[config.mk]
export PLATFORM = sky130hd
export DESIGN_NAME = manchester_word_frame_encoder
export DESIGN_NICKNAME = d
export VERILOG_FILES = /design/src/rtl/mwfe_pkg.sv /design/src/rtl/manchester_word_frame_encoder.sv /design/src/rtl/mwfe_front.sv /design/src/rtl/mwfe_queue.sv /design/src/rtl/mwfe_back.sv
export VERILOG_INCLUDE_DIRS = /design/src /design/src/rtl
export SDC_FILE = /design/constraint.sdc
export NUM_CORES = 1
export LEC_CHECK = 0
export BUFFER_PORTS_ARGS = -buffer_cell sky130_fd_sc_hd__buf_2
export CAP_MARGIN = 30
export CELL_PAD_IN_SITES_DETAIL_PLACEMENT = 1
export CELL_PAD_IN_SITES_GLOBAL_PLACEMENT = 1
export CORE_MARGIN = 1.5
export CORE_UTILIZATION = 42
export DETAILED_ROUTE_END_ITERATION = 8
export GPL_TIMING_DRIVEN = 0
export MAX_ROUTING_LAYER = met4
export PLACE_DENSITY = 0.74
export RECOVER_POWER = 50
export SLEW_MARGIN = 20
export SYNTH_ARGS = -nofsm -noshare
export SYNTH_HDL_FRONTEND = slang
export SYNTH_SLANG_ARGS = --single-unit
[constraint.sdc]
create_clock -name clk -period 4.5 [get_ports clk]
set_input_delay 0.675 -clock clk [delete_from_list [all_inputs] [get_ports clk]]
set_output_delay 0.675 -clock clk [all_outputs]
set_load 0.02 [all_outputs]
[src/rtl/manchester_word_frame_encoder_defines.svh]
// assertion macros used by the encoder top level
`ifndef MANCHESTER_WORD_FRAME_ENCODER_DEFINES_SVH
`define MANCHESTER_WORD_FRAME_ENCODER_DEFINES_SVH

`ifndef ASSERT_OFF
`define MWFE_ASSERT(lbl, clk_s, rst_s, prop) \
  lbl: assert property (@(posedge clk_s) disable iff (rst_s) (prop)) \
    else $error("assertion failed");
`define MWFE_ASSERT_RST(lbl, clk_s, prop) \
  lbl: assert property (@(posedge clk_s) (prop)) \
    else $error("assertion failed");
`else
`define MWFE_ASSERT(lbl, clk_s, rst_s, prop)
`define MWFE_ASSERT_RST(lbl, clk_s, prop)
`endif

`endif

[src/rtl/mwfe_pkg.sv]
// shared types, constants and the cell pattern function of the encoder
package mwfe_pkg;

  localparam int unsigned WORD_W            = 16;
  localparam int unsigned CELLS_PER_WORD    = 40;
  localparam int unsigned CELL_CNT_W        = 6;
  localparam int unsigned FRAME_QUEUE_DEPTH = 8;
  localparam logic [5:0]  SYNC_CELLS        = 6'h38;

  // one queued word with its precomputed parity
  typedef struct packed {
    logic              last_word;
    logic              parity;
    logic [WORD_W-1:0] data_word;
  } word_entry_t;

  // queue fill status seen by the front end
  typedef struct packed {
    logic full;
    logic empty;
  } queue_stat_t;

  // serializer status
  typedef struct packed {
    logic                  busy;
    logic [CELL_CNT_W-1:0] cell_cnt;
  } back_stat_t;

  // all 40 half-bit cells of a word, first cell in the msb
  function automatic logic [CELLS_PER_WORD-1:0] cell_frame(
    input logic [WORD_W-1:0] d,
    input logic              p
  );
    logic [CELLS_PER_WORD-1:0] f;
    f = '0;
    f[CELLS_PER_WORD-1 -: 6] = SYNC_CELLS;
    for (int i = 0; i < WORD_W; i++) begin
      f[2*i+3] = ~d[i];
      f[2*i+2] = d[i];
    end
    f[1] = ~p;
    f[0] = p;
    return f;
  endfunction

endpackage

[src/rtl/manchester_word_frame_encoder.sv]
// top level of the manchester word frame encoder
//
// Each 16-bit word taken on the slave stream comes out as 40 half-bit
// Manchester cells on the master stream, one cell per transfer: six sync
// cells 1,1,1,0,0,0, then data bits 15 down to 0 as two cells each (0 as 1,0
// and 1 as 0,1), then the even-XOR parity bit coded the same way. tlast marks
// the fortieth cell of every word, tuser marks that cell when the word came
// in with tlast set. The serializer emits one cell per cycle while the sink
// takes it, and words stream with no gap between them. An input stage tags
// each word with its parity and hands it to a queue of FRAME_QUEUE_DEPTH
// words, so the source can deliver up to that many words (plus one in the
// input stage and one in the queue's head register) ahead of the line. An
// idle block carries a word's first cell through the input stage, the queue
// memory, the head register, the serializer's cells and the output register.
`include "manchester_word_frame_encoder_defines.svh"

module manchester_word_frame_encoder #(
  parameter int unsigned FRAME_QUEUE_DEPTH = mwfe_pkg::FRAME_QUEUE_DEPTH
) (
  input  logic        clk,
  input  logic        rst,
  // word input
  input  logic        s_tvalid,
  output logic        s_tready,
  input  logic [15:0] s_tdata,   // [15:0] data_word
  input  logic        s_tlast,   // last_word
  // cell output
  output logic        m_tvalid,
  input  logic        m_tready,
  output logic [7:0]  m_tdata,   // [0] cell_level, [7:1] zero
  output logic        m_tlast,   // last_cell
  output logic        m_tuser    // end_of_message
);

  localparam int unsigned CNT_W = $clog2(FRAME_QUEUE_DEPTH + 1);

  logic                  push;
  mwfe_pkg::word_entry_t push_entry;
  logic                  pop;
  logic                  head_valid;
  mwfe_pkg::word_entry_t head;
  mwfe_pkg::queue_stat_t q_stat;
  mwfe_pkg::back_stat_t  b_stat;
  logic [CNT_W-1:0]      level;

  // front end: parity tagging and hand-off into the queue
  mwfe_front u_front (
    .clk        (clk),
    .rst        (rst),
    .s_tvalid   (s_tvalid),
    .s_tready   (s_tready),
    .s_tdata    (s_tdata),
    .s_tlast    (s_tlast),
    .q_stat     (q_stat),
    .push       (push),
    .push_entry (push_entry)
  );

  // word queue decoupling the input from the line
  mwfe_queue #(
    .DEPTH (FRAME_QUEUE_DEPTH)
  ) u_queue (
    .clk        (clk),
    .rst        (rst),
    .push       (push),
    .push_entry (push_entry),
    .pop        (pop),
    .head_valid (head_valid),
    .head       (head),
    .q_stat     (q_stat),
    .level      (level)
  );

  // back end: 40-cell serializer with output register
  mwfe_back u_back (
    .clk        (clk),
    .rst        (rst),
    .head_valid (head_valid),
    .head       (head),
    .pop        (pop),
    .b_stat     (b_stat),
    .m_tvalid   (m_tvalid),
    .m_tready   (m_tready),
    .m_tdata    (m_tdata),
    .m_tlast    (m_tlast),
    .m_tuser    (m_tuser)
  );

  // end of message only ever lands on a word's closing cell
  `MWFE_ASSERT(a_eom_on_last, clk, rst, m_tvalid && m_tuser |-> m_tlast)
  // the queue never holds more words than it has room for, checked from reset on
  `MWFE_ASSERT_RST(a_level_bound, clk, rst || (level <= CNT_W'(FRAME_QUEUE_DEPTH)))
  // an idle serializer sits at the first cell
  `MWFE_ASSERT(a_idle_cnt, clk, rst, !b_stat.busy |-> b_stat.cell_cnt == '0)
  // a word can only leave the queue's head when one is there
  `MWFE_ASSERT(a_pop_valid, clk, rst, pop |-> head_valid && !q_stat.empty)

endmodule

[src/rtl/mwfe_front.sv]
// input stage: takes words and tags each with its parity
module mwfe_front (
  input  logic                          clk,
  input  logic                          rst,
  input  logic                          s_tvalid,
  output logic                          s_tready,
  input  logic [mwfe_pkg::WORD_W-1:0]   s_tdata,
  input  logic                          s_tlast,
  input  mwfe_pkg::queue_stat_t         q_stat,
  output logic                          push,
  output mwfe_pkg::word_entry_t         push_entry
);

  logic                  held_valid;
  mwfe_pkg::word_entry_t held;

  assign push       = held_valid && !q_stat.full;
  assign push_entry = held;
  assign s_tready   = !held_valid || !q_stat.full;

  always_ff @(posedge clk) begin
    if (rst) begin
      held_valid <= 1'b0;
    end else if (s_tvalid && s_tready) begin
      held_valid <= 1'b1;
    end else if (push) begin
      held_valid <= 1'b0;
    end
  end

  always_ff @(posedge clk) begin
    if (s_tvalid && s_tready) begin
      held.data_word <= s_tdata;
      held.last_word <= s_tlast;
      held.parity    <= ^s_tdata;
    end
  end

endmodule

[src/rtl/mwfe_queue.sv]
// word queue between front end and serializer, memory with registered head
module mwfe_queue #(
  parameter int unsigned DEPTH = mwfe_pkg::FRAME_QUEUE_DEPTH,
  localparam int unsigned PTR_W = (DEPTH > 1) ? $clog2(DEPTH) : 1,
  localparam int unsigned CNT_W = $clog2(DEPTH + 1)
) (
  input  logic                  clk,
  input  logic                  rst,
  input  logic                  push,
  input  mwfe_pkg::word_entry_t push_entry,
  input  logic                  pop,
  output logic                  head_valid,
  output mwfe_pkg::word_entry_t head,
  output mwfe_pkg::queue_stat_t q_stat,
  output logic [CNT_W-1:0]      level
);

  mwfe_pkg::word_entry_t mem [DEPTH];
  logic [PTR_W-1:0] wr_ptr;
  logic [PTR_W-1:0] rd_ptr;
  logic [CNT_W-1:0] level_next;
  logic             load;

  // refill the head register from memory when it is empty or leaving
  assign load         = (level != '0) && (!head_valid || pop);
  assign level_next   = level + CNT_W'(push) - CNT_W'(load);
  assign q_stat.full  = (level == CNT_W'(DEPTH));
  assign q_stat.empty = (level == '0) && !head_valid;

  always_ff @(posedge clk) begin
    if (push) begin
      mem[wr_ptr] <= push_entry;
    end
    if (load) begin
      head <= mem[rd_ptr];
    end
  end

  always_ff @(posedge clk) begin
    if (rst) begin
      wr_ptr     <= '0;
      rd_ptr     <= '0;
      level      <= '0;
      head_valid <= 1'b0;
    end else begin
      level <= level_next;
      if (push) begin
        wr_ptr <= (wr_ptr == PTR_W'(DEPTH - 1)) ? '0 : wr_ptr + 1'b1;
      end
      if (load) begin
        rd_ptr <= (rd_ptr == PTR_W'(DEPTH - 1)) ? '0 : rd_ptr + 1'b1;
      end
      if (load) begin
        head_valid <= 1'b1;
      end else if (pop) begin
        head_valid <= 1'b0;
      end
    end
  end

endmodule

[src/rtl/mwfe_back.sv]
// serializer: shifts out the 40 cells of each word into an output register
module mwfe_back (
  input  logic                  clk,
  input  logic                  rst,
  input  logic                  head_valid,
  input  mwfe_pkg::word_entry_t head,
  output logic                  pop,
  output mwfe_pkg::back_stat_t  b_stat,
  output logic                  m_tvalid,
  input  logic                  m_tready,
  output logic [7:0]            m_tdata,
  output logic                  m_tlast,
  output logic                  m_tuser
);

  localparam logic [mwfe_pkg::CELL_CNT_W-1:0] LAST_IDX =
    mwfe_pkg::CELL_CNT_W'(mwfe_pkg::CELLS_PER_WORD - 1);

  logic                                  busy;
  logic [mwfe_pkg::CELL_CNT_W-1:0]       cell_cnt;
  logic [mwfe_pkg::CELLS_PER_WORD-1:0]   cells;
  logic                                  msg_end;
  logic                                  out_load;
  logic                                  finishing;
  logic                                  cell_level;

  assign out_load  = !m_tvalid || m_tready;
  assign finishing = busy && out_load && (cell_cnt == LAST_IDX);
  assign pop       = head_valid && (!busy || finishing);
  assign b_stat    = '{busy: busy, cell_cnt: cell_cnt};

  always_ff @(posedge clk) begin
    if (rst) begin
      busy     <= 1'b0;
      cell_cnt <= '0;
      m_tvalid <= 1'b0;
    end else begin
      if (out_load) begin
        m_tvalid <= busy;
      end
      if (pop) begin
        busy     <= 1'b1;
        cell_cnt <= '0;
      end else if (finishing) begin
        busy     <= 1'b0;
        cell_cnt <= '0;
      end else if (busy && out_load) begin
        cell_cnt <= cell_cnt + 1'b1;
      end
    end
  end

  assign cell_level = cells[mwfe_pkg::CELLS_PER_WORD-1];

  always_ff @(posedge clk) begin
    if (busy && out_load) begin
      m_tdata <= {7'b0, cell_level};
      m_tlast <= (cell_cnt == LAST_IDX);
      m_tuser <= (cell_cnt == LAST_IDX) && msg_end;
    end
    if (pop) begin
      cells   <= mwfe_pkg::cell_frame(head.data_word, head.parity);
      msg_end <= head.last_word;
    end else if (busy && out_load) begin
      cells <= {cells[mwfe_pkg::CELLS_PER_WORD-2:0], 1'b0};
    end
  end

endmodule

After elaboration in Yosys (flattened, before gate mapping)
Memory sizes are Yosys's and may differ from the RTL's. A register that Yosys moved wholly into a read port is not among the register bits.
Index checks and enable logic that the tools add are counted.
Storage, ports and cells
  register bits after elaboration: 82
  bits in writable memories: 144
  input bits: 21
  output and inout bits: 12
  logic and storage cells: 79
  memories kept: 1
Memories
  u_queue.mem: words 8, width 18, read ports 1, clocked after Yosys merged registers in 1, wr ports 1, RTL line mwfe_queue.sv:18  | mwfe_pkg::word_entry_t mem [DEPTH];
Cells by class
  $add $sub $neg: 5
  eq/ne operators: 4
  multiplexer cells: 12
  bitwise logic cells: 17
  reduce and logical (&&, ||, !) cells: 23
Operator list (number)
  34-bit 2-to-1 mux: 2
  1-bit NOT: 17
  16-bit XOR reduction: 1
  1-bit 2-to-1 mux: 8
  2-bit nonzero test: 4
  1-bit logical AND: 7
  3-bit by 1-bit adder with 3-bit output (second input constant): 2
  6-bit by 1-bit adder with 6-bit output (second input constant): 1
  3-bit equality test (second input constant): 2
  6-bit equality test (second input constant): 1
  3-bit 2-to-1 mux: 2
  1-bit zero test: 5
  4-bit by 1-bit adder with 4-bit output: 1
  4-bit equality test (second input constant): 1
  1-bit logical OR: 4
  4-bit nonzero test: 1
  4-bit by 1-bit subtractor with 4-bit output: 1
  3-bit OR reduction: 1

Longest topological paths before layout
Gate-level depths: netlist (run 1).
  depth after elaboration: 9
  gate-level depth with buffers: 11
  mapped depth without buffers: 11

Modules after synthesis
Synthesis (run 1) repeated with hierarchy kept, for this count alone.
Unflattened totals
  cell total of the unflattened synthesis: 521
  area total of the unflattened synthesis: 9708.1 um^2
By module, submodules not included
  mwfe_queue: instances 1, cells an instance 304, area an instance 6721.4 um^2, seq. area each 5084.9 um^2
  mwfe_back: instances 1, cells an instance 178, area an instance 2269.7 um^2, seq. area each 1421.4 um^2
  mwfe_front: instances 1, cells an instance 39, area an instance 716.9 um^2, seq. area each 560.5 um^2

Worst setup path before layout (run 1)
No wires, ideal clock.
  kind: reg2reg
  start point: register u_queue.level[2]
  end point: memory u_queue.mem[0][0] (netlist bit) (enable)
  library setup time: 0.439 ns
  arrival time: 2.680 ns
  required time: 4.061 ns
  path slack: 1.381 ns
  cell stages (with the launch flop): 6
  path buffers: 1
  clock period less this slack: 3.119 ns
  path through: dfxtp_1 inv_1 ha_1 a21bo_2 clkbuf_1 nor4_1
On the way
  cells in the longest elaborated chain, start to end: 5
Ends and longest elaborated chain
  start, declared: RTL line mwfe_queue.sv:15  | output logic [CNT_W-1:0] level
  start signal, assigned: RTL line mwfe_queue.sv:46  | level <= level_next;
  4-bit equality test: RTL line mwfe_queue.sv:27  | assign q_stat.full = (level == CNT_W'(DEPTH));
  1-bit zero test: RTL line mwfe_front.sv:17  | assign push = held_valid && !q_stat.full;
  1-bit logical AND: RTL line mwfe_front.sv:17
  1-bit 2-to-1 mux: RTL line mwfe_queue.sv:31  | if (push) begin
  1-bit 2-to-1 mux (not written as such): RTL line mwfe_queue.sv:32  | mem[wr_ptr] <= push_entry;
  end, declared: RTL line mwfe_queue.sv:18
No other way between the ends.

Worst setup path in the final report (run 1)
  start point: register u_back.cell_cnt[0] (netlist bit)
  end point: register u_queue.level[3]
On the way
  cells in the longest elaborated chain, start to end: 7
Ends and longest elaborated chain
  start, declared: RTL line mwfe_back.sv:20  | logic [mwfe_pkg::CELL_CNT_W-1:0] cell_cnt;
  start signal, assigned: RTL line mwfe_back.sv:48  | cell_cnt <= cell_cnt + 1'b1;
  6-bit equality test: RTL line mwfe_back.sv:28  | assign finishing = busy && out_load && (cell_cnt == LAST_IDX);
  1-bit logical AND: RTL line mwfe_back.sv:28
  1-bit logical OR: RTL line mwfe_back.sv:29  | assign pop = head_valid && (!busy || finishing);
  1-bit logical AND: RTL line mwfe_back.sv:29
  1-bit logical OR: RTL line mwfe_queue.sv:25  | assign load = (level != '0) && (!head_valid || pop);
  1-bit logical AND: RTL line mwfe_queue.sv:25
  net u_queue.load: RTL line mwfe_queue.sv:22  | logic load;
  4-bit by 1-bit subtractor with 4-bit output: RTL line mwfe_queue.sv:26  | assign level_next = level + CNT_W'(push) - CNT_W'(load);
The timed path passes the listed nets, and every way through them passes these cells.
A chain may end at the register's enable or synchronous reset.

==> results of run 1 <==
[how the worst max path moves through the flow]
stage	from	endpoint	slack (ns)	cells past startpoint
final	u_back.cell_cnt[0]	u_queue.level[3]	0.99	11
after CTS	u_back.cell_cnt[0]	u_queue.level[3]	0.97	11
after global placement	u_queue.level[2]	u_queue.mem[0][11]	-0.49	5
after detailed placement	m_tready	u_queue.level[3]	0.93	11
after floorplan	u_queue.level[2]	u_queue.mem[0][0]	1.38	5
after global routing	u_back.cell_cnt[0]	u_queue.level[3]	0.80	11
[worst reg2reg max path, stage by stage, from the launching register on]
cell	delay (ns)
dfxtp_1	0.39
ha_1	0.22
nand2b_1	0.15
o311ai_0	1.03
and2_0	0.44
ha_1	0.22
inv_1	0.08
ha_1	0.29
a21o_1	0.20
a21oi_1	0.19
xnor2_1	0.14
nor2_1	0.06
[sequential cells by signal (all words and copies together), names as in the netlist]
name	cells
u_back.busy	1
u_back.cell_cnt	6
u_back.cells	40
u_back.m_tdata	1
u_back.m_tlast	1
u_back.m_tuser	1
u_back.m_tvalid	1
u_back.msg_end	1
u_front.held_valid	1
u_front.push_entry	18
u_queue.head	18
u_queue.head_valid	1
u_queue.level	4
u_queue.mem	144
u_queue.rd_ptr	3
u_queue.wr_ptr	3
[final cells by class]
type / instances / area (µm²)
Buffer: 25 / 131
Clock inverter: 13 / 151
Tap cell: 280 / 350
Fill cell: 2072 / 11100
Timing Repair Buffer: 38 / 195
Multi-Input combinational cell: 243 / 2330
Sequential cell: 244 / 7070
Inverter: 11 / 41.3
Clock buffer: 29 / 651
[kinds of logic (layout without fill, tap and decap cells)]
group	after synthesis	count (layout)	synth area share, %
compound gates	59	59	3.58
xor+xnor	19	19	1.74
fa+ha+maj	12	12	1.65
buf+inv	36	116	1.89
flops	244	244	74.1
mux	70	70	12.9
other cells	1	7	0.0393
simple gates	76	76	4.16
[through the flow]
| step | instances | setup WS, ns | area, µm² | utilization, % | total power [µW] |
|---|---|---|---|---|---|
| floorplan | 523 | 1.38 | 9560 | - | 4250 |
| global placement | 828 | -0.491 | 10000 | 45.6 | 4610 |
| detailed placement | 840 | 0.928 | 10200 | 46.3 | 4730 |
| CTS | 882 | 0.974 | 11000 | 50.0 | 6800 |
| global route | 883 | 0.798 | 10900 | 49.6 | 7000 |
| finish | 883 | 0.986 | 10900 | 49.6 | 6710 |
[cell usage after synthesis (all sizes together), types with 2 or more instances]
library cell / n
a21o: 2
o21ai: 38
nand3b: 2
buf: 13
xor2: 3
nor2b: 3
nand4b: 2
nor3: 5
inv: 10
mux2: 34
or3: 2
dfxtp: 26
edfxtp: 218
ha: 11
nand2: 26
and2: 3
nor2: 12
clkbuf: 12
mux4: 36
nand3: 7
xnor2: 16
nand2b: 9
a21oi: 12
a31oi: 2
[report_power, final]
group          internal [µW]  switching (µW)  leakage, µW
combinational            665             796      0.00103
clock                   1200             844     0.000393
sequential              3020             177      0.00224
[layout by cell type (no fill, tap or decap), types with 12 or more instances in the layout]
cell,instances
o21ai_0,37
clkbuf_1,36
nand2_1,25
xnor2_1,16
a21oi_1,12
dfxtp_1,26
mux4_2,36
clkbuf_16,25
buf_2,12
mux2_2,25
edfxtp_1,218
buf_4,17
[layer usage]
layer	up-vias	GRT usage, %	wire [µm]
li1	2146	-	-
met1	2423	20.6	7930
met2	92	30.2	9930
met3	44	2.42	603
met4	0	5.50	593
met5	-	-	0
==> run_results.csv, run 1 <==
group,metric,value,unit
run_status,status,"finished clean",
yosys,netlist_instances,517,
detailed_routing,vias,4705,
detailed_routing,vias_per_cell,5.33,
setup_path,cpMostUsedCell,"ha_1",
setup_path,crit_chain,"ha_1 > nand2b_1 > o311ai_0 > and2_0 > ha_1 > inv_1 > ha_1 > a21o_1 > a21oi_1 > xnor2_1 > nor2_1",
yosys,ys_seq_area_share,74.1,%
yosys,synth-edff-count,218,
timing,worst_pin_slew,1.23,ns
setup_path,slowest_stage,"o311ai_0",
detailed_routing,routed_wl,19100,µm
power_and_ir_drop,ir_drop,0.000409,V
die,die_w,154,µm
setup_path,worstSetupEndpointType,"register",
timing,whs,0.324,ns
timing,hold_viol_final,0,
die,initial_core_util,43.3,%
yosys,yosysTopAreaCellShare,68.6,%
worst_hold_path,min_delay_worst_endpoint,"u_front.push_entry[17]",
clock_tree,cts_tree,"built",
timing,rsz0062_at_grt,"false",
detailed_routing,first_iter_violations,283,
cells_and_area,area_delta_synth_final,14.4,%
global_routing,grt_usage,17.2,%
setup_path,crit_buf_inv,1,
global_routing,grt-ovfl-total,0,
worst_hold_path,hold_depth,1,
place,place_congestion,0.724,
yosys,synthFlopType,"edfxtp_1",
yosys,synth.avg_cell_area,18.5,µm²
timing,skew,0.0119,ns
timing,tns,0,ns
setup_path,r2r_cells,11,
clock_tree,clk_pin_slew,0.07,ns
clock_tree,clock_path_buffers,3,
place,portBuffers,25,
setup_path,crit_fanout,5,
die,coreArea,22000,µm²
clock_tree,cts_root_buf,"clkbuf_16",
yosys,synth_cell_types,43,
power_and_ir_drop,leakage,0.00366,µW
power_and_ir_drop,powerDensity,614,nW/µm²
global_routing,grt_pass1_vias,5173,
yosys,syn-cell-area,9540,µm²
clock_tree,htreeDepth,1,
timing,fin_crit,3.51,ns
timing,setup_violations,0,
clock_tree,insertion_delay,0.53,ns
die,rows,54,
clock_tree,clock-sinks,244,
detailed_routing,postRouteAntennaNets,0,
setup_path,rr_endpoint,"u_queue.level[3]",
detailed_routing,post-route-drc-count,0,
detailed_routing,wire_per_inst,21.6,µm
setup_path,r2r_setup_slack,0.99,ns
job,max-cap-violations,0,
worst_hold_path,min-delay-start,"s_tlast",
setup_path,startpoint_type,"register",
setup_path,crit_family,"compound AO/OA/AOI/OAI gates",
global_routing,grt_first_pass_wirelength,29800,µm
yosys,synth.area.top_cells,"edfxtp_1, mux4_2, dfxtp_1",
cells_and_area,n_antenna_cell,0,
cells_and_area,drive_gt1_share,23.5,%
die,chipHeight,154,µm
timing,fmax,285,MHz
clock_tree,cts_resized,0,
place,dp_hpwl,12100,µm
global_routing,antenna_found_initial,0,
die,die_area,23600,µm²
yosys,synth-async-reset-ratio,0,%
yosys,synth_largest_area_cell,"edfxtp_1",
die,pin_count,33,
timing,drv_slew,0,
setup_path,r2r-start,"u_back.cell_cnt[0]",
yosys,yosys_warnings,0,
setup_path,criticalPathCategory,"register to register",
setup_path,cp.required,4.91,ns
detailed_routing,drtPass1Iterations,4,
yosys,ys_ff_latch,244,
clock_tree,post_cts_buffers,0,
timing,fin_crit_sh,78.1,%
timing,max-slew-margin-rel,17.0,%
clock_tree,postCtsHoldBufs,0,
setup_path,max_stage_delay,1.03,ns
cells_and_area,nets,621,
global_routing,grt_max_degree,35,
clock_tree,cts_buffers,25,
worst_hold_path,hold_class,"input pin to register",
setup_path,arrival,3.92,ns
(Power assumes the default switching activity.)
==> run 2, diff against run 1 <==
PLACE_DENSITY = 0.77   (was 0.74)
clock period = 3.15 ns   (was 4.5 ns; I/O delays follow)
==> run 2 against run 1 <==
- clock-buffer cell count increased by 3
- critical path depth unchanged
- first-iteration DRC count increased by 8.8%
- sequential share of layout area increased by 0.28 points
- clock power increased by 33%
- register-to-register slack got worse by 0.73 ns
- final area decreased by 0.44%
- setup slack got worse by 0.73 ns
- non-clock buffer count decreased by 1
- global-route usage about the same
- maximum frequency increased by 21%
==> run_results.csv, run 2 (same netlist as run 1, synthesis figures left out) <==
group,metric,value,unit
die,chipHeight,154,µm
cells_and_area,final_core_util,49.4,%
place,portBuffers,25,
clock_tree,clock-sinks,244,
timing,drv_slew,0,
setup_path,slowest_stage,"o311ai_2",
global_routing,antenna_found_initial,0,
place,dp_hpwl,12800,µm
detailed_routing,vias_per_cell,5.32,
setup_path,arrival,3.29,ns
die,die_w,154,µm
setup_path,worstSetupEndpointType,"register",
clock_tree,cts_tree,"built",
cells_and_area,area_delta_synth_final,13.9,%
clock_tree,insertion_delay,0.53,ns
global_routing,grt_use_met1,20.5,%
setup_path,criticalPathCategory,"register to register",
detailed_routing,postRouteAntennaNets,0,
timing,fin_crit_sh,91.9,%
global_routing,busiest_layer,"met2",
cells_and_area,reg_top3,"u_queue.mem: 144 flops, u_back.cells: 40 flops",
timing,setup_slack,0.255,ns
power_and_ir_drop,leakage,0.00363,µW
clock_tree,htreeDepth,1,
timing,hold_viol_final,0,
setup_path,crit_fanout,22,
cells_and_area,fillers,2076,
clock_tree,cts_root_buf,"clkbuf_16",
global_routing,use_met2,30.3,%
timing,tns,0,ns
global_routing,grt-ovfl-total,0,
die,pin_count,33,
setup_path,crit_chain,"ha_1 > nand2b_1 > o311ai_2 > and2_4 > ha_1 > inv_1 > ha_1 > a21o_1 > a21oi_1 > xnor2_1 > nor2_1",
die,rows,54,
detailed_routing,routed_wl,19100,µm
setup_path,max_stage_delay,0.49,ns
global_routing,grt_first_pass_wirelength,29800,µm
place,dpl_worst_slack,-0.288,ns
detailed_routing,post-route-drc-count,0,
cells_and_area,layout_common_cells,"edfxtp_1, clkbuf_1, o21ai_0, mux4_2, dfxtp_1",
job,max-cap-violations,0,
timing,fmax,345,MHz
cells_and_area,layout_commonest_cell,"edfxtp_1",
timing,skew,0.0196,ns
power_and_ir_drop,powerDensity,860,nW/µm²
timing,rsz0062_at_grt,"false",
setup_path,startpoint_type,"register",
clock_tree,post_cts_buffers,0,
power_and_ir_drop,ir_drop,0.000473,V
timing,max-slew-margin-rel,14.0,%
timing,worst_pin_slew,1.29,ns
global_routing,grt_usage,17.2,%
timing,setup_violations,0,
global_routing,use_met3,2.85,%
cells_and_area,nets,620,
worst_hold_path,hold_class,"input pin to register",
clock_tree,cts_buffers,25,
detailed_routing,first_iter_violations,308,
global_routing,grt_max_degree,35,
cells_and_area,largest_reg_flops,144,
place,place_congestion,0.704,
setup_path,cp.required,3.54,ns
clock_tree,clock_path_buffers,3,
die,coreArea,22000,µm²
die,initial_core_util,43.3,%
detailed_routing,vias,4693,
setup_path,cpMostUsedCell,"ha_1",
clock_tree,clk_pin_slew,0.06,ns
place,placed_area,10200,µm²
timing,fin_crit,2.90,ns
cells_and_area,design_area,10900,µm²
cells_and_area,regMostFlops,"u_queue.mem",
detailed_routing,drtPass1Iterations,4,
cells_and_area,drive_gt1_share,23.4,%
run_status,status,"finished clean",
die,die_area,23600,µm²
cells_and_area,n_antenna_cell,0,
global_routing,grt_pass1_vias,5230,
detailed_routing,wire_per_inst,21.6,µm
## run 2: cell count changes in the layout (fill, tap and decap cells not counted), moves of 2 or more
| cell | delta |
|---|---|
| clkbuf_1 | +5 |
| buf_6 | +4 |
| buf_4 | -3 |
| buf_2 | -2 |
| bufinv_16 | -2 |
| clkinv_1 | -2 |
## run 2: worst max-delay path: cells and delay by family, from the launching register on
family / cells / cell delay (ns)
xor+xnor: 1 / 0.14
simple gates: 3 / 0.62
compound gates: 3 / 0.85
flops: 1 / 0.38
fa+ha+maj: 3 / 0.71
buf+inv: 1 / 0.07
## run 2: power breakdown
| group | internal (µW) | switching (µW) | total, µW |
|---|---|---|---|
| combinational | 941 | 1100 | 2040 |
| sequential | 4310 | 268 | 4580 |
| clock | 1540 | 1180 | 2730 |
| total | 6800 | 2550 | 9350 |
## run 2: worst paths after layout
| check | start | end | slack (ns) | depth (start not counted) |
|---|---|---|---|---|
| setup / recovery | u_back.cell_cnt[0] | u_queue.level[3] | 0.25 | 11 |
| hold / removal | s_tlast | u_front.push_entry[17] | 0.11 | 1 |
| setup reg to reg | u_back.cell_cnt[0] | u_queue.level[3] | 0.25 | 11 |
| hold reg to reg | u_back.cells[39] | u_back.m_tdata[0] | 0.44 | 0 |
## run 2: final cells by class
class	instances	area (µm²)	share of cell area (%)
flip-flops and latches	244	7070	65.0
well taps	280	350	3.22
repair buffers	37	196	1.81
plain buffers	25	131	1.21
clock inverters	10	87.6	0.806
multi-input cells	243	2340	21.6
clock buffers	32	652	6.00
inverters	11	41.3	0.380
## run 2: routing by layer
metal  share of wire (%)  vias to the layer above
met2                  53                      105
li1                    -                     2140
met3                 3.8                       31
met5                   0                        -
met4                 1.9                        0
met1                  42                     2417
## run 2: per-stage QoR
step                      hold slack, ns  total power [µW]  cells
after floorplan                    0.400              6070    523
after global placement             0.416              6560    828
after detailed placement           0.421              6760    840
after CTS                         0.0940              9500    882
after global routing               0.103              9760    882
final                              0.112              9350    882
## run 2: what timing repair did
action,in CTS,in global routing
pin swaps,0,0
gates resized for setup,1,1
hold endpoints to repair,0,0
gates cloned,0,0
hold buffers,0,0
setup endpoints to repair,3,3
==> run 3, diff against run 2 <==
CORE_MARGIN = 8   (was 1.5)
SYNTH_HIERARCHICAL = 1   (was default)
==> run 3 against run 2 <==
- clock-buffer cell count unchanged
- die area rose by 19%
- sequential power about the same
- combinational power grew 11%
- sequential cell count unchanged
- maximum frequency decreased by 1.1%
- clock skew fell by 0.0085 ns
- register-to-register slack worse by 0.03 ns
==> run_results.csv, run 3 <==
group,metric,value,unit
place,place_congestion,0.726,
setup_path,crit_chain,"ha_1 > and4bb_1 > a41o_2 > buf_6 > buf_6 > nor2b_4 > nor2_4 > ha_1 > inv_1 > ha_1 > inv_1 > fa_1 > xor2_1 > nor2_1",
timing,tns,0,ns
setup_path,rr_endpoint,"u_queue/level[2]",
power_and_ir_drop,p_comb_share,23.8,%
cells_and_area,design_area,11000,µm²
clock_tree,cts_root_buf,"clkbuf_16",
die,pin_count,33,
power_and_ir_drop,powerDensity,870,nW/µm²
worst_hold_path,hold_class,"input pin to register",
timing,fin_crit,2.93,ns
cells_and_area,layout_common_cells,"edfxtp_1, clkbuf_1, mux2_4, nor2_1, a21oi_1",
setup_path,max_stage_delay,0.37,ns
place,dp_hpwl,12000,µm
cells_and_area,reg_top3,"u_queue/mem: 144 flops, u_back/cells: 40 flops",
cells_and_area,nets,616,
cells_and_area,area_delta_synth_final,13.4,%
detailed_routing,vias_per_cell,5.26,
power_and_ir_drop,swShare,26.4,%
setup_path,worstSetupEndpointType,"register",
setup_path,crit_buf_inv,4,
global_routing,grt_max_degree,35,
timing,skew,0.0111,ns
power_and_ir_drop,pwr-share-clk,28.6,%
yosys,synth.avg_cell_area,18.7,µm²
setup_path,startpoint_type,"register",
global_routing,grt_first_pass_wirelength,28800,µm
place,dp_cells,840,
power_and_ir_drop,switchingPower,2530,µW
die,die_area,28200,µm²
yosys,netlist_instances,519,
die,chipHeight,168,µm
setup_path,endpoint,"u_queue/level[2]",
cells_and_area,layout_commonest_cell,"edfxtp_1",
detailed_routing,vias,4641,
global_routing,grt-ovfl-total,0,
place,portBuffers,25,
timing,drv_slew,0,
die,rows,55,
detailed_routing,first_iter_violations,285,
clock_tree,cts_tree,"built",
detailed_routing,routed_wl,18600,µm
worst_hold_path,hold_depth,1,
cells_and_area,n_antenna_cell,0,
detailed_routing,drtPass1Iterations,4,
clock_tree,clock_path_buffers,3,
setup_path,crit_fanout,12,
die,die_w,168,µm
cells_and_area,regMostFlops,"u_queue/mem",
detailed_routing,post-route-drc-count,0,
setup_path,r2r-start,"u_back/cell_cnt[0]",
setup_path,r2r_cells,14,
setup_path,cp-startpoint,"u_back/cell_cnt[0]",
setup_path,arrival,3.30,ns
timing,hold_viol_final,0,
timing,fmax,342,MHz
timing,max-slew-margin-rel,36.0,%
detailed_routing,postRouteAntennaNets,0,
clock_tree,postCtsHoldBufs,0,
timing,fin_crit_sh,92.9,%
power_and_ir_drop,ir_drop,0.000412,V
die,coreArea,22600,µm²
place,dpl_worst_slack,-0.549,ns
power_and_ir_drop,finalPower,9570,µW
timing,worst_pin_slew,0.960,ns
global_routing,grt_usage,13.5,%
clock_tree,htreeDepth,1,
global_routing,antenna_found_initial,0,
yosys,syn-cell-area,9700,µm²
run_status,status,"finished clean",
place,placed_area,10300,µm²
yosys,yosys_warnings,6,
global_routing,grt_pass1_vias,5056,
power_and_ir_drop,p_seq_share,47.7,%
setup_path,path_depth,14,
cells_and_area,drive_gt1_share,21.2,%
setup_path,r2r_setup_slack,0.22,ns
cells_and_area,largest_reg_flops,144,
die,initial_core_util,42.8,%
detailed_routing,wire_per_inst,21.0,µm
setup_path,crit_family,"adder cells",
setup_path,cp.required,3.53,ns
power_and_ir_drop,leakage,0.00372,µW
clock_tree,cts_buffers,25,
timing,rsz0062_at_grt,"false",
cells_and_area,final_cell_count_no_fill,883,
clock_tree,insertion_delay,0.51,ns
setup_path,criticalPathCategory,"register to register",
clock_tree,clock-sinks,244,
power_and_ir_drop,intPower,7040,µW
timing,setup_violations,0,
clock_tree,clk_pin_slew,0.06,ns
setup_path,cpMostUsedCell,"ha_1",
timing,setup_slack,0.222,ns
job,max-cap-violations,0,
setup_path,slowest_stage,"fa_1",
run 3: worst min path at each step:
stage	end	from
global placement	u_back/m_tdata[0]	u_back/cells[39]
global route	u_front/push_entry[17]	s_tlast
detailed placement	u_back/m_tdata[0]	u_back/cells[39]
floorplan	u_back/msg_end	u_queue/head[17]
CTS	u_front/push_entry[17]	s_tlast
finish	u_front/push_entry[17]	s_tlast
run 3: final cells by class:
cell class	count	area [µm²]
Fill cell	2088	11600
Sequential cell	244	7070
Multi-Input combinational cell	243	2460
Clock buffer	32	652
Tap cell	285	357
Buffer	27	184
Timing Repair Buffer	31	141
Clock inverter	10	96.3
Inverter	11	41.3
run 3: per-layer routing:
metal,GRT usage [%],up-vias,share of wire (%)
li1,-,2123,-
met1,15.6,2401,42
met2,24.3,92,53
met3,2.25,25,4.2
met4,3.18,0,1.5
met5,-,-,0
run 3: power groups by stage:
stage,registers (µW),logic [µW],clock network [µW]
after global placement,4590,2190,0
after floorplan,4520,1780,0
final,4560,2270,2730
after global routing,4620,2470,2890
after CTS,4570,2360,2800
after detailed placement,4630,2310,0
run 3: timing repair:
item | CTS | global route
setup endpoints to repair | 4 | 2
pin swaps | 1 | 0
setup buffers | 1 | 0
resized for setup | 1 | 2
gates cloned | 0 | 0
run 3: metrics by stage:
step / util [%] / hold WS (ns)
floorplan: - / 0.400
global placement: 45.1 / 0.416
detailed placement: 45.5 / 0.423
CTS: 48.9 / 0.129
global route: 48.6 / 0.133
finish: 48.6 / 0.148
